File: src/rtl/ipid_pkg.sv
// Shared types and constants of the incremental PID height hold core.
package ipid_pkg;

   localparam int GAIN_FRAC_BITS = 8;

   localparam int GAIN_W    = 16;
   localparam int HEIGHT_W  = 12;
   localparam int BAND_W    = 8;
   localparam int FLOOR_W   = 12;
   localparam int CEIL_W    = 11;
   localparam int THR_W     = 11;
   localparam int ERR_W     = 13;
   localparam int TERM_W    = 12;
   localparam int DRIVE_W   = 13;
   localparam int CSR_IDX_W = 3;
   localparam int CSR_DAT_W = 16;

   typedef enum logic [CSR_IDX_W-1:0] {
      REG_GAIN_P         = 3'd0,
      REG_GAIN_I         = 3'd1,
      REG_GAIN_D         = 3'd2,
      REG_HEIGHT_CEILING = 3'd3,
      REG_DEAD_BAND      = 3'd4,
      REG_TERM_FLOOR     = 3'd5,
      REG_TERM_CEILING   = 3'd6
   } csr_index_type;

   localparam logic [GAIN_W-1:0]          GAIN_P_RESET    = 16'd256;
   localparam logic [GAIN_W-1:0]          GAIN_I_RESET    = 16'd0;
   localparam logic [GAIN_W-1:0]          GAIN_D_RESET    = 16'd0;
   localparam logic [HEIGHT_W-1:0]        CEILING_RESET   = 12'd1000;
   localparam logic [BAND_W-1:0]          BAND_RESET      = 8'd20;
   localparam logic signed [FLOOR_W-1:0]  FLOOR_RESET     = -12'sd50;
   localparam logic [CEIL_W-1:0]          TERM_CEIL_RESET = 11'd200;

   typedef struct packed {
      logic [GAIN_W-1:0]         gain_p;
      logic [GAIN_W-1:0]         gain_i;
      logic [GAIN_W-1:0]         gain_d;
      logic [HEIGHT_W-1:0]       height_ceiling;
      logic [BAND_W-1:0]         dead_band;
      logic signed [FLOOR_W-1:0] term_floor;
      logic [CEIL_W-1:0]         term_ceiling;
   } cfg_type;

   typedef struct packed {
      logic                      update;
      logic signed [ERR_W-1:0]   error;
      logic signed [TERM_W-1:0]  term;
      logic signed [DRIVE_W-1:0] drive;
   } calc_type;

endpackage

File: src/rtl/ipid_csr.sv
// Configuration register file of the incremental PID height hold core.
module ipid_csr (
   input  logic                              clock,
   input  logic                              reset,
   input  logic                              csr_valid,
   output logic                              csr_ready,
   input  logic [ipid_pkg::CSR_IDX_W-1:0]    csr_index,
   input  logic [ipid_pkg::CSR_DAT_W-1:0]    csr_wdata,
   output ipid_pkg::cfg_type                 cfg
);

   ipid_pkg::cfg_type cfg_ff;
   ipid_pkg::cfg_type cfg_in;

   assign csr_ready = 1'b1;
   assign cfg       = cfg_ff;

   always_comb begin
      cfg_in = cfg_ff;
      if (csr_valid) begin
         case (ipid_pkg::csr_index_type'(csr_index))
            ipid_pkg::REG_GAIN_P:         cfg_in.gain_p = csr_wdata;
            ipid_pkg::REG_GAIN_I:         cfg_in.gain_i = csr_wdata;
            ipid_pkg::REG_GAIN_D:         cfg_in.gain_d = csr_wdata;
            ipid_pkg::REG_HEIGHT_CEILING: cfg_in.height_ceiling =
                                             csr_wdata[ipid_pkg::HEIGHT_W-1:0];
            ipid_pkg::REG_DEAD_BAND:      cfg_in.dead_band =
                                             csr_wdata[ipid_pkg::BAND_W-1:0];
            ipid_pkg::REG_TERM_FLOOR:     cfg_in.term_floor =
                                             $signed(csr_wdata[ipid_pkg::FLOOR_W-1:0]);
            ipid_pkg::REG_TERM_CEILING:   cfg_in.term_ceiling =
                                             csr_wdata[ipid_pkg::CEIL_W-1:0];
            default: cfg_in = cfg_ff;
         endcase
      end
   end

   always_ff @(posedge clock) begin
      if (reset) begin
         cfg_ff.gain_p         <= ipid_pkg::GAIN_P_RESET;
         cfg_ff.gain_i         <= ipid_pkg::GAIN_I_RESET;
         cfg_ff.gain_d         <= ipid_pkg::GAIN_D_RESET;
         cfg_ff.height_ceiling <= ipid_pkg::CEILING_RESET;
         cfg_ff.dead_band      <= ipid_pkg::BAND_RESET;
         cfg_ff.term_floor     <= ipid_pkg::FLOOR_RESET;
         cfg_ff.term_ceiling   <= ipid_pkg::TERM_CEIL_RESET;
      end else begin
         cfg_ff <= cfg_in;
      end
   end

endmodule

File: src/rtl/ipid_calc.sv
// Error, deadband test, incremental PID term, saturation and drive sum.
module ipid_calc (
   input  ipid_pkg::cfg_type                         cfg,
   input  logic [ipid_pkg::HEIGHT_W-1:0]             target_height,
   input  logic [ipid_pkg::HEIGHT_W-1:0]             measured_height,
   input  logic [ipid_pkg::THR_W-1:0]                base_throttle,
   input  logic signed [ipid_pkg::ERR_W-1:0]         last_error,
   input  logic signed [ipid_pkg::ERR_W-1:0]         older_error,
   output ipid_pkg::calc_type                        result
);

   localparam int DP_W   = ipid_pkg::ERR_W + 1;
   localparam int DD_W   = ipid_pkg::ERR_W + 3;
   localparam int GS_W   = ipid_pkg::GAIN_W + 1;
   localparam int PP_W   = GS_W + DP_W;
   localparam int PI_W   = GS_W + ipid_pkg::ERR_W;
   localparam int PD_W   = GS_W + DD_W;
   localparam int ACC_W  = PD_W + 1;

   logic [ipid_pkg::HEIGHT_W-1:0]        tgt;
   logic signed [ipid_pkg::ERR_W-1:0]    err;
   logic [ipid_pkg::ERR_W-1:0]           mag;
   logic signed [DP_W-1:0]               diff_p;
   logic signed [DD_W-1:0]               diff_d;
   logic signed [PP_W-1:0]               prod_p;
   logic signed [PI_W-1:0]               prod_i;
   logic signed [PD_W-1:0]               prod_d;
   logic signed [ACC_W-1:0]              acc;
   logic signed [ACC_W-1:0]              shifted;
   logic signed [ipid_pkg::TERM_W-1:0]   term;

   always_comb begin
      tgt = (target_height > cfg.height_ceiling) ? cfg.height_ceiling : target_height;
      err = $signed({1'b0, tgt}) - $signed({1'b0, measured_height});
      mag = err[ipid_pkg::ERR_W-1] ? ipid_pkg::ERR_W'(-err) : ipid_pkg::ERR_W'(err);

      diff_p = DP_W'(err) - DP_W'(last_error);
      diff_d = DD_W'(err) - (DD_W'(last_error) <<< 1) + DD_W'(older_error);

      prod_p = $signed({1'b0, cfg.gain_p}) * diff_p;
      prod_i = $signed({1'b0, cfg.gain_i}) * err;
      prod_d = $signed({1'b0, cfg.gain_d}) * diff_d;

      acc     = ACC_W'(prod_p) + ACC_W'(prod_i) + ACC_W'(prod_d);
      shifted = acc >>> ipid_pkg::GAIN_FRAC_BITS;

      if (shifted > ACC_W'($signed({1'b0, cfg.term_ceiling}))) begin
         term = ipid_pkg::TERM_W'($signed({1'b0, cfg.term_ceiling}));
      end else if (shifted < ACC_W'(cfg.term_floor)) begin
         term = cfg.term_floor;
      end else begin
         term = shifted[ipid_pkg::TERM_W-1:0];
      end

      result.update = (mag > ipid_pkg::ERR_W'(cfg.dead_band));
      result.error  = err;
      result.term   = term;
      result.drive  = ipid_pkg::DRIVE_W'($signed({1'b0, base_throttle}))
                    + ipid_pkg::DRIVE_W'(term);
   end

endmodule

File: src/rtl/incremental_pid_height_hold_core.sv
// Top level of the incremental PID height hold core: input and result registers and state.
// Path: a request accepted goes into the input register, then into the result register once the output is free.
// Throughput: one transaction per cycle while rsp_ready keeps the output free; on an update the error history is
// written back in the same cycle as the result register, so the following sample sees it without a bubble.
// Reset: synchronous; gains and limits return to their defaults and the error history
// and held outputs clear to zero. No clearing pass is needed.
module incremental_pid_height_hold_core (
   input  logic                                    clock,
   input  logic                                    reset,
   input  logic                                    req_valid,
   output logic                                    req_ready,
   input  logic [ipid_pkg::HEIGHT_W-1:0]           req_target_height,
   input  logic [ipid_pkg::HEIGHT_W-1:0]           req_measured_height,
   input  logic [ipid_pkg::THR_W-1:0]              req_base_throttle,
   output logic                                    rsp_valid,
   input  logic                                    rsp_ready,
   output logic signed [ipid_pkg::DRIVE_W-1:0]     rsp_drive_out,
   output logic signed [ipid_pkg::TERM_W-1:0]      rsp_pid_term,
   output logic                                    rsp_updated,
   input  logic                                    csr_valid,
   output logic                                    csr_ready,
   input  logic [ipid_pkg::CSR_IDX_W-1:0]          csr_index,
   input  logic [ipid_pkg::CSR_DAT_W-1:0]          csr_wdata
);

   ipid_pkg::cfg_type  cfg;
   ipid_pkg::calc_type calc;

   logic                                 s1_valid_ff;
   logic [ipid_pkg::HEIGHT_W-1:0]        s1_target_ff;
   logic [ipid_pkg::HEIGHT_W-1:0]        s1_measured_ff;
   logic [ipid_pkg::THR_W-1:0]           s1_throttle_ff;

   logic signed [ipid_pkg::ERR_W-1:0]    last_error_ff;
   logic signed [ipid_pkg::ERR_W-1:0]    older_error_ff;
   logic signed [ipid_pkg::DRIVE_W-1:0]  held_drive_ff;
   logic signed [ipid_pkg::TERM_W-1:0]   held_term_ff;
   logic signed [ipid_pkg::DRIVE_W-1:0]  held_drive_in;
   logic signed [ipid_pkg::TERM_W-1:0]   held_term_in;

   logic                                 rsp_valid_ff;
   logic signed [ipid_pkg::DRIVE_W-1:0]  rsp_drive_ff;
   logic signed [ipid_pkg::TERM_W-1:0]   rsp_term_ff;
   logic                                 rsp_updated_ff;

   logic out_free;
   logic s1_fire;
   logic req_fire;

   ipid_csr u_csr (
      .clock     (clock),
      .reset     (reset),
      .csr_valid (csr_valid),
      .csr_ready (csr_ready),
      .csr_index (csr_index),
      .csr_wdata (csr_wdata),
      .cfg       (cfg)
   );

   ipid_calc u_calc (
      .cfg             (cfg),
      .target_height   (s1_target_ff),
      .measured_height (s1_measured_ff),
      .base_throttle   (s1_throttle_ff),
      .last_error      (last_error_ff),
      .older_error     (older_error_ff),
      .result          (calc)
   );

   assign out_free  = !rsp_valid_ff || rsp_ready;
   assign s1_fire   = s1_valid_ff && out_free;
   assign req_ready = !s1_valid_ff || out_free;
   assign req_fire  = req_valid && req_ready;

   assign held_drive_in = calc.update ? calc.drive : held_drive_ff;
   assign held_term_in  = calc.update ? calc.term  : held_term_ff;

   assign rsp_valid     = rsp_valid_ff;
   assign rsp_drive_out = rsp_drive_ff;
   assign rsp_pid_term  = rsp_term_ff;
   assign rsp_updated   = rsp_updated_ff;

   always_ff @(posedge clock) begin
      if (reset) begin
         s1_valid_ff    <= 1'b0;
         rsp_valid_ff   <= 1'b0;
         last_error_ff  <= '0;
         older_error_ff <= '0;
         held_drive_ff  <= '0;
         held_term_ff   <= '0;
      end else begin
         if (req_ready) begin
            s1_valid_ff <= req_valid;
         end
         if (out_free) begin
            rsp_valid_ff <= s1_valid_ff;
         end
         if (s1_fire && calc.update) begin
            older_error_ff <= last_error_ff;
            last_error_ff  <= calc.error;
            held_drive_ff  <= held_drive_in;
            held_term_ff   <= held_term_in;
         end
      end
   end

   always_ff @(posedge clock) begin
      if (req_fire) begin
         s1_target_ff   <= req_target_height;
         s1_measured_ff <= req_measured_height;
         s1_throttle_ff <= req_base_throttle;
      end
      if (s1_fire) begin
         rsp_drive_ff   <= held_drive_in;
         rsp_term_ff    <= held_term_in;
         rsp_updated_ff <= calc.update;
      end
   end

   // The error history shifts only when a sample leaves the input register with an update.
   a_history_hold : assert property (@(posedge clock) disable iff (reset)
      !(s1_fire && calc.update) |=> $stable(last_error_ff) && $stable(older_error_ff))
      else $error("error history changed without an update");

   // The oldest error takes the previous error before that one is overwritten.
   a_history_order : assert property (@(posedge clock) disable iff (reset)
      (s1_fire && calc.update) |=> older_error_ff == $past(last_error_ff))
      else $error("older error did not take the previous last error");

   // A freshly loaded response always repeats the held drive and term.
   a_rsp_matches_held : assert property (@(posedge clock) disable iff (reset)
      s1_fire |=> rsp_drive_ff == held_drive_ff && rsp_term_ff == held_term_ff)
      else $error("response does not match held outputs");

endmodule

File: config.mk
export PLATFORM = sky130hd
export DESIGN_NAME = incremental_pid_height_hold_core
export DESIGN_NICKNAME = d
export VERILOG_FILES = /design/src/rtl/ipid_pkg.sv /design/src/rtl/ipid_csr.sv /design/src/rtl/ipid_calc.sv /design/src/rtl/incremental_pid_height_hold_core.sv
export SDC_FILE = /design/constraint.sdc
export NUM_CORES = 2
export LEC_CHECK = 0
export BUFFER_PORTS_ARGS = -buffer_cell sky130_fd_sc_hd__clkbuf_2
export CORE_MARGIN = 2
export CORE_UTILIZATION = 25
export CTS_CLUSTER_DIAMETER = 80
export DETAILED_ROUTE_END_ITERATION = 16
export GPL_ROUTABILITY_DRIVEN = 0
export PLACE_DENSITY = 0.45
export SKIP_CTS_REPAIR_TIMING = 1
export SLEW_MARGIN = 5
export SYNTH_ARGS = -nofsm -noshare
export SYNTH_HDL_FRONTEND = slang
export SYNTH_HIERARCHICAL = 1
export SYNTH_SLANG_ARGS = --single-unit
File: constraint.sdc
create_clock -name clock -period 21.1 [get_ports clock]
set_clock_uncertainty 0.2 [all_clocks]
set_input_delay 4.22 -clock clock [delete_from_list [all_inputs] [get_ports clock]]
set_output_delay 4.22 -clock clock [all_outputs]
set_load 0.01 [all_outputs]
==> Yosys cells after proc, flatten, opt, wreduce, memory -nomap -nowiden <==
Cells that the tools add are included.
W data, S select, Z words.
{ "totals": {"rom_bits": 0, "latch_bits": 0, "out_inout_bits": 29, "word_cells": 61, "regBits": 205, "inputBits": 59, "n_memories": 0, "ramBits": 0} }
{ "classes": {"multipliers": 3, "shift": 0, "bitwise": 0, "reduce_logical": 15, "n_mux": 6, "eq_ne": 6, "n_lt_le_gt_ge": 4, "n_div": 0, "addsub": 8} }
{ "ops": {"columns": ["cell", "count"], "rows": [
  ["$mux W12", 4],
  ["$add A32 B33 Y34", 1],
  ["$mul A17 B16 Y33", 1],
  ["$add A31 B30 Y32", 1],
  ["$mul A17 B14 Y31", 1],
  ["$mul A17 B13 Y30", 1],
  ["$gt A26 B12 Y1", 1],
  ["$lt A26 B12 Y1", 1],
  ["$mux W13", 2],
  ["$add A15 B13 Y16", 1],
  ["$sub A13 B14 Y15", 1],
  ["$reduce_and A2 Y1", 7],
  ["$sub A13 B13 Y14", 1],
  ["$add A12 B12 Y13", 1],
  ["$gt A13 B8 Y1", 1],
  ["$neg A13 Y13", 1],
  ["$sub A12 B12 Y13", 1],
  ["$gt A12 B12 Y1", 1],
  ["$eq A3 B3 Y1 const B", 3],
  ["$eq A3 B2 Y1 const B", 2],
  ["$eq A3 B1 Y1 const B", 1],
  ["$logic_and A1 B1 Y1", 3],
  ["$logic_not A3 Y1", 1],
  ["$logic_not A1 Y1", 2],
  ["$logic_or A1 B1 Y1", 2]
]} }

==> Depth between registers and ports, before layout <==
{ "depth": {"ltp_word": 12, "ltp_mapped": 82, "ltp_nobuf": 79} }

==> By module <==
Netlist, hierarchy kept.
{ "modules_own_cells": {"columns": ["mod", "seq_area_each_um2", "area_per_inst_um2", "cells_each", "n_inst"], "rows": [
  ["ipid_calc", 0.0, 28240.8, 3180, 1],
  ["incremental_pid_height_hold_core", 2892.8, 4700.8, 335, 1],
  ["ipid_csr", 1821.7, 3664.8, 341, 1]
]} }

==> Least setup slack after synthesis <==
OpenSTA, ideal clock, no wires.
{ "synth_timing": {"path_type": "reg-to-reg", "start": "register s1_target_ff[1] in the netlist's numbering", "end": "register rsp_drive_ff, in the netlist rsp_drive_out[11] (data pin)", "required_time_ps": 20638, "slack_ps": 3602, "arrival_ps": 17036, "setup_ps": 262, "synth_period_minus_slack_ps": 17498, "stages_incl_launch_ff": 72, "path_cell_list": "edfxtp_1 > ha_1 > nor2b_1 > o21ai_0 > nand2b_1 > a21oi_1 > nor3_1 > a2111oi_0 > nor2_1 > clkbuf_1 > mux2_2 > ha_1 > nor2b_1 > o21ai_1 > a21boi_1 > o21a_1 > o41a_1 > a31oi_1 > [36 not listed] > a21oi_1 > o21ai_0 > mux2i_1 > clkbuf_1 > o21ai_0 > mux2_2 > ha_1 > a21o_1 > a21oi_1 > o21ai_0 > a21oi_1 > o21ai_0 > a21oi_1 > nand2b_1 > a21boi_0 > o41a_1 > xor2_1 > mux2_1"} }
{ "synth_lines": {"columns": ["element", "line_no", "rtl"], "rows": [
  ["start, declared", "incremental_pid_height_hold_core.sv:30", "logic [ipid_pkg::HEIGHT_W-1:0] s1_target_ff;"],
  ["start signal, assigned", "incremental_pid_height_hold_core.sv:109", "s1_target_ff <= req_target_height;"],
  ["end signal, assigned", "incremental_pid_height_hold_core.sv:114", "rsp_drive_ff <= held_drive_in;"],
  ["end, declared", "incremental_pid_height_hold_core.sv:42", "logic signed [ipid_pkg::DRIVE_W-1:0] rsp_drive_ff;"]
]} }

==> impl_metrics.env <==
export IMPL_synth_seq_cells=205
export IMPL_critPathSlowestCell="fa_1"
export IMPL_drtAntennaViolNets=0
export IMPL_cts_root_buf="clkbuf_16"
export IMPL_placed_cells=5763
export IMPL_routed_via_density=4.44
export IMPL_period_share_pct=89.0
export IMPL_timing_hold_violations_final=0
export IMPL_cts_max_path_buffers=3
export IMPL_htree_levels=1
export IMPL_cap_violations=0
export IMPL_fin_tns_setup_ps=0
export IMPL_numCtsBuffers=25
export IMPL_wl_per_cell_um=19.5
export IMPL_cp_required_ps=21280
export IMPL_fmax_mhz=53.2
export IMPL_timing_max_slew_rel_slack_pct=26.9
export IMPL_grt_max_degree=115
export IMPL_clkTransAtPathRegs_ps=60
export IMPL_synthArstFlopShare_pct=0
export IMPL_synth_edf_count=61
export IMPL_die_area_sq_um=150000
export IMPL_slew_viol_final=0
export IMPL_max_stage_delay_ps=840
export IMPL_grtUsageTotal_pct=15.3
export IMPL_postSynthAreaPerCell_sq_um=9.49
export IMPL_cts_tree="built"
export IMPL_ys_flop_type="dfxtp_1"
export IMPL_fin_crit_ps=18790
export IMPL_crit_path_max_fanout=17
export IMPL_yosysSeqAreaShare_pct=12.9
export IMPL_syn_to_final_growth_pct=9.95
export IMPL_status="complete, no violations"
export IMPL_ios=88
export IMPL_synth_xor_area_share_pct=1.39
export IMPL_synthSimpleGateAreaFrac_pct=16.5
export IMPL_synth_cell_area_sq_um=36600
export IMPL_clock_latency_ps=550
export IMPL_drc=0
export IMPL_final_nets=4950
export IMPL_ys_warn_count=6
export IMPL_clock_sinks=205
export IMPL_rsz0062_at_grt="no"
export IMPL_cp_start_kind="flip-flop"
export IMPL_grt_overflow=0
export IMPL_fin_cells=5811
export IMPL_antenna_found_initial=6
export IMPL_arrival_ps=18970
export IMPL_synthMuxAreaShare_pct=4.05
export IMPL_dp_hpwl_um=93100
export IMPL_synth_cell_types=86
export IMPL_synth_compound_area_share_pct=6.47
export IMPL_grt_first_pass_wirelength_um=175000
export IMPL_worstSetupEndpointType="flip-flop"
export IMPL_crit_type="flip-flop to flip-flop"
export IMPL_synthesis_nets=4933
export IMPL_first_pass_iters=5
export IMPL_syn_inst=3856
export IMPL_drt_iter0_drc=1310
export IMPL_postLayoutCoreUtil_pct=27.7
export IMPL_drive_gt1_share_pct=9.61
export IMPL_tightest_slew_ps=1100
export IMPL_synth_top_family_by_area="adder cells"
export IMPL_vias=25818
export IMPL_die_x_um=387
export IMPL_grt_pass1_vias=27943
export IMPL_die_h_um=387
export IMPL_setup_viol=0
export IMPL_fp_row_count=140
export IMPL_initial_core_util_pct=25.1
export IMPL_synthAdderAreaFrac_pct=48.2
export IMPL_wl_um=113000
export IMPL_min_path_type="flip-flop to flip-flop"
export IMPL_portBuffers=86
export IMPL_worst_path_most_repeated_cell="fa_1"
export IMPL_core_area_sq_um=146000
path summary, 6_finish.rpt:
path,to,slack (ps),startpoint,cells past startpoint
worst max register to register,held_drive_ff[10],2310,s1_target_ff[1],72
worst max-delay path,held_drive_ff[10],2310,s1_target_ff[1],72
worst min register to register,older_error_ff[7],270,last_error_ff[7],2
worst min-delay path,older_error_ff[7],270,last_error_ff[7],2
flip-flops by register name, indices dropped and copies added, names as in the netlist:
register / flops
s1_valid_ff: 1
rsp_drive_out: 13
last_error_ff: 13
older_error_ff: 13
held_term_ff: 12
s1_target_ff: 12
held_drive_ff: 13
s1_measured_ff: 12
u_csr/cfg: 91
rsp_valid: 1
s1_throttle_ff: 11
rsp_updated: 1
rsp_pid_term: 12
area by class of cell:
| class | count | area (sq um) |
|---|---|---|
| Sequential cell | 205 | 4710 |
| Clock buffer | 25 | 626 |
| Clock inverter | 21 | 288 |
| Timing Repair Buffer | 169 | 1060 |
| Fill cell | 15574 | 105000 |
| Tap cell | 1917 | 2400 |
| Antenna cell | 2 | 5.00 |
| Inverter | 799 | 3000 |
| Multi-Input combinational cell | 2673 | 28200 |
kinds of logic after synthesis:
family | Yosys count
other cells | 1
buf+inv | 978
fa+ha+maj | 1019
xor+xnor | 58
flops | 205
mux | 143
simple gates | 1106
compound gates | 346
per-stage QoR:
step / area, sq um / hold slack (ps) / setup WS, ps
3_5_place_dp: 39300 / 267 / 2540
3_3_place_gp: 39300 / 258 / 2660
5_1_grt: 40200 / 292 / 764
2_1_floorplan: 36600 / 248 / 3600
6_report: 40200 / 273 / 2310
4_1_cts: 40200 / 273 / 2420
layout by cell type (no fill, tap or decap), drive strengths merged, types with 84 or more instances in the layout:
master / n
dfxtp: 144
nand2b: 120
buf: 84
nand2: 366
fa: 650
clkbuf: 110
and2: 247
mux2i: 103
nor2: 112
ha: 368
inv: 803
o21ai: 108
a21oi: 105
synthesized netlist by cell type, types with 54 or more instances:
| master | instances | share of area [%] |
|---|---|---|
| inv_1 | 799 | 8.2 |
| fa_1 | 650 | 36 |
| ha_1 | 368 | 13 |
| nand2_1 | 366 | 3.8 |
| and2_1 | 246 | 4.2 |
| dfxtp_1 | 144 | 7.9 |
| clkbuf_1 | 133 | 1.4 |
| nand2b_1 | 120 | 2.1 |
| nor2_1 | 111 | 1.1 |
| mux2i_1 | 103 | 2.8 |
| o21ai_0 | 87 | 1.2 |
| nor2b_1 | 72 | 1.2 |
| edfxtp_1 | 61 | 5.0 |
| a21oi_1 | 54 | 0.74 |
metal layers:
metal	wire length, um	global-route usage [%]
met3	4060	1.76
met5	25	0
met4	2870	3.61
met2	56000	26.7
met1	50100	20.0
critical path: cells and delay by family, from the launching register on:
kind / cells / cell delay, ps
buffers and inverters: 9 / 1080
adders and majority gates: 17 / 7450
AOI/OAI and AO/OA: 28 / 6060
muxes: 4 / 840
and+or+nand+nor: 14 / 2540
DFF: 1 / 410
Power is left out: the tool's default activity adds up to more than one toggle a clock period on the data nets, which glitch-free logic cannot reach.
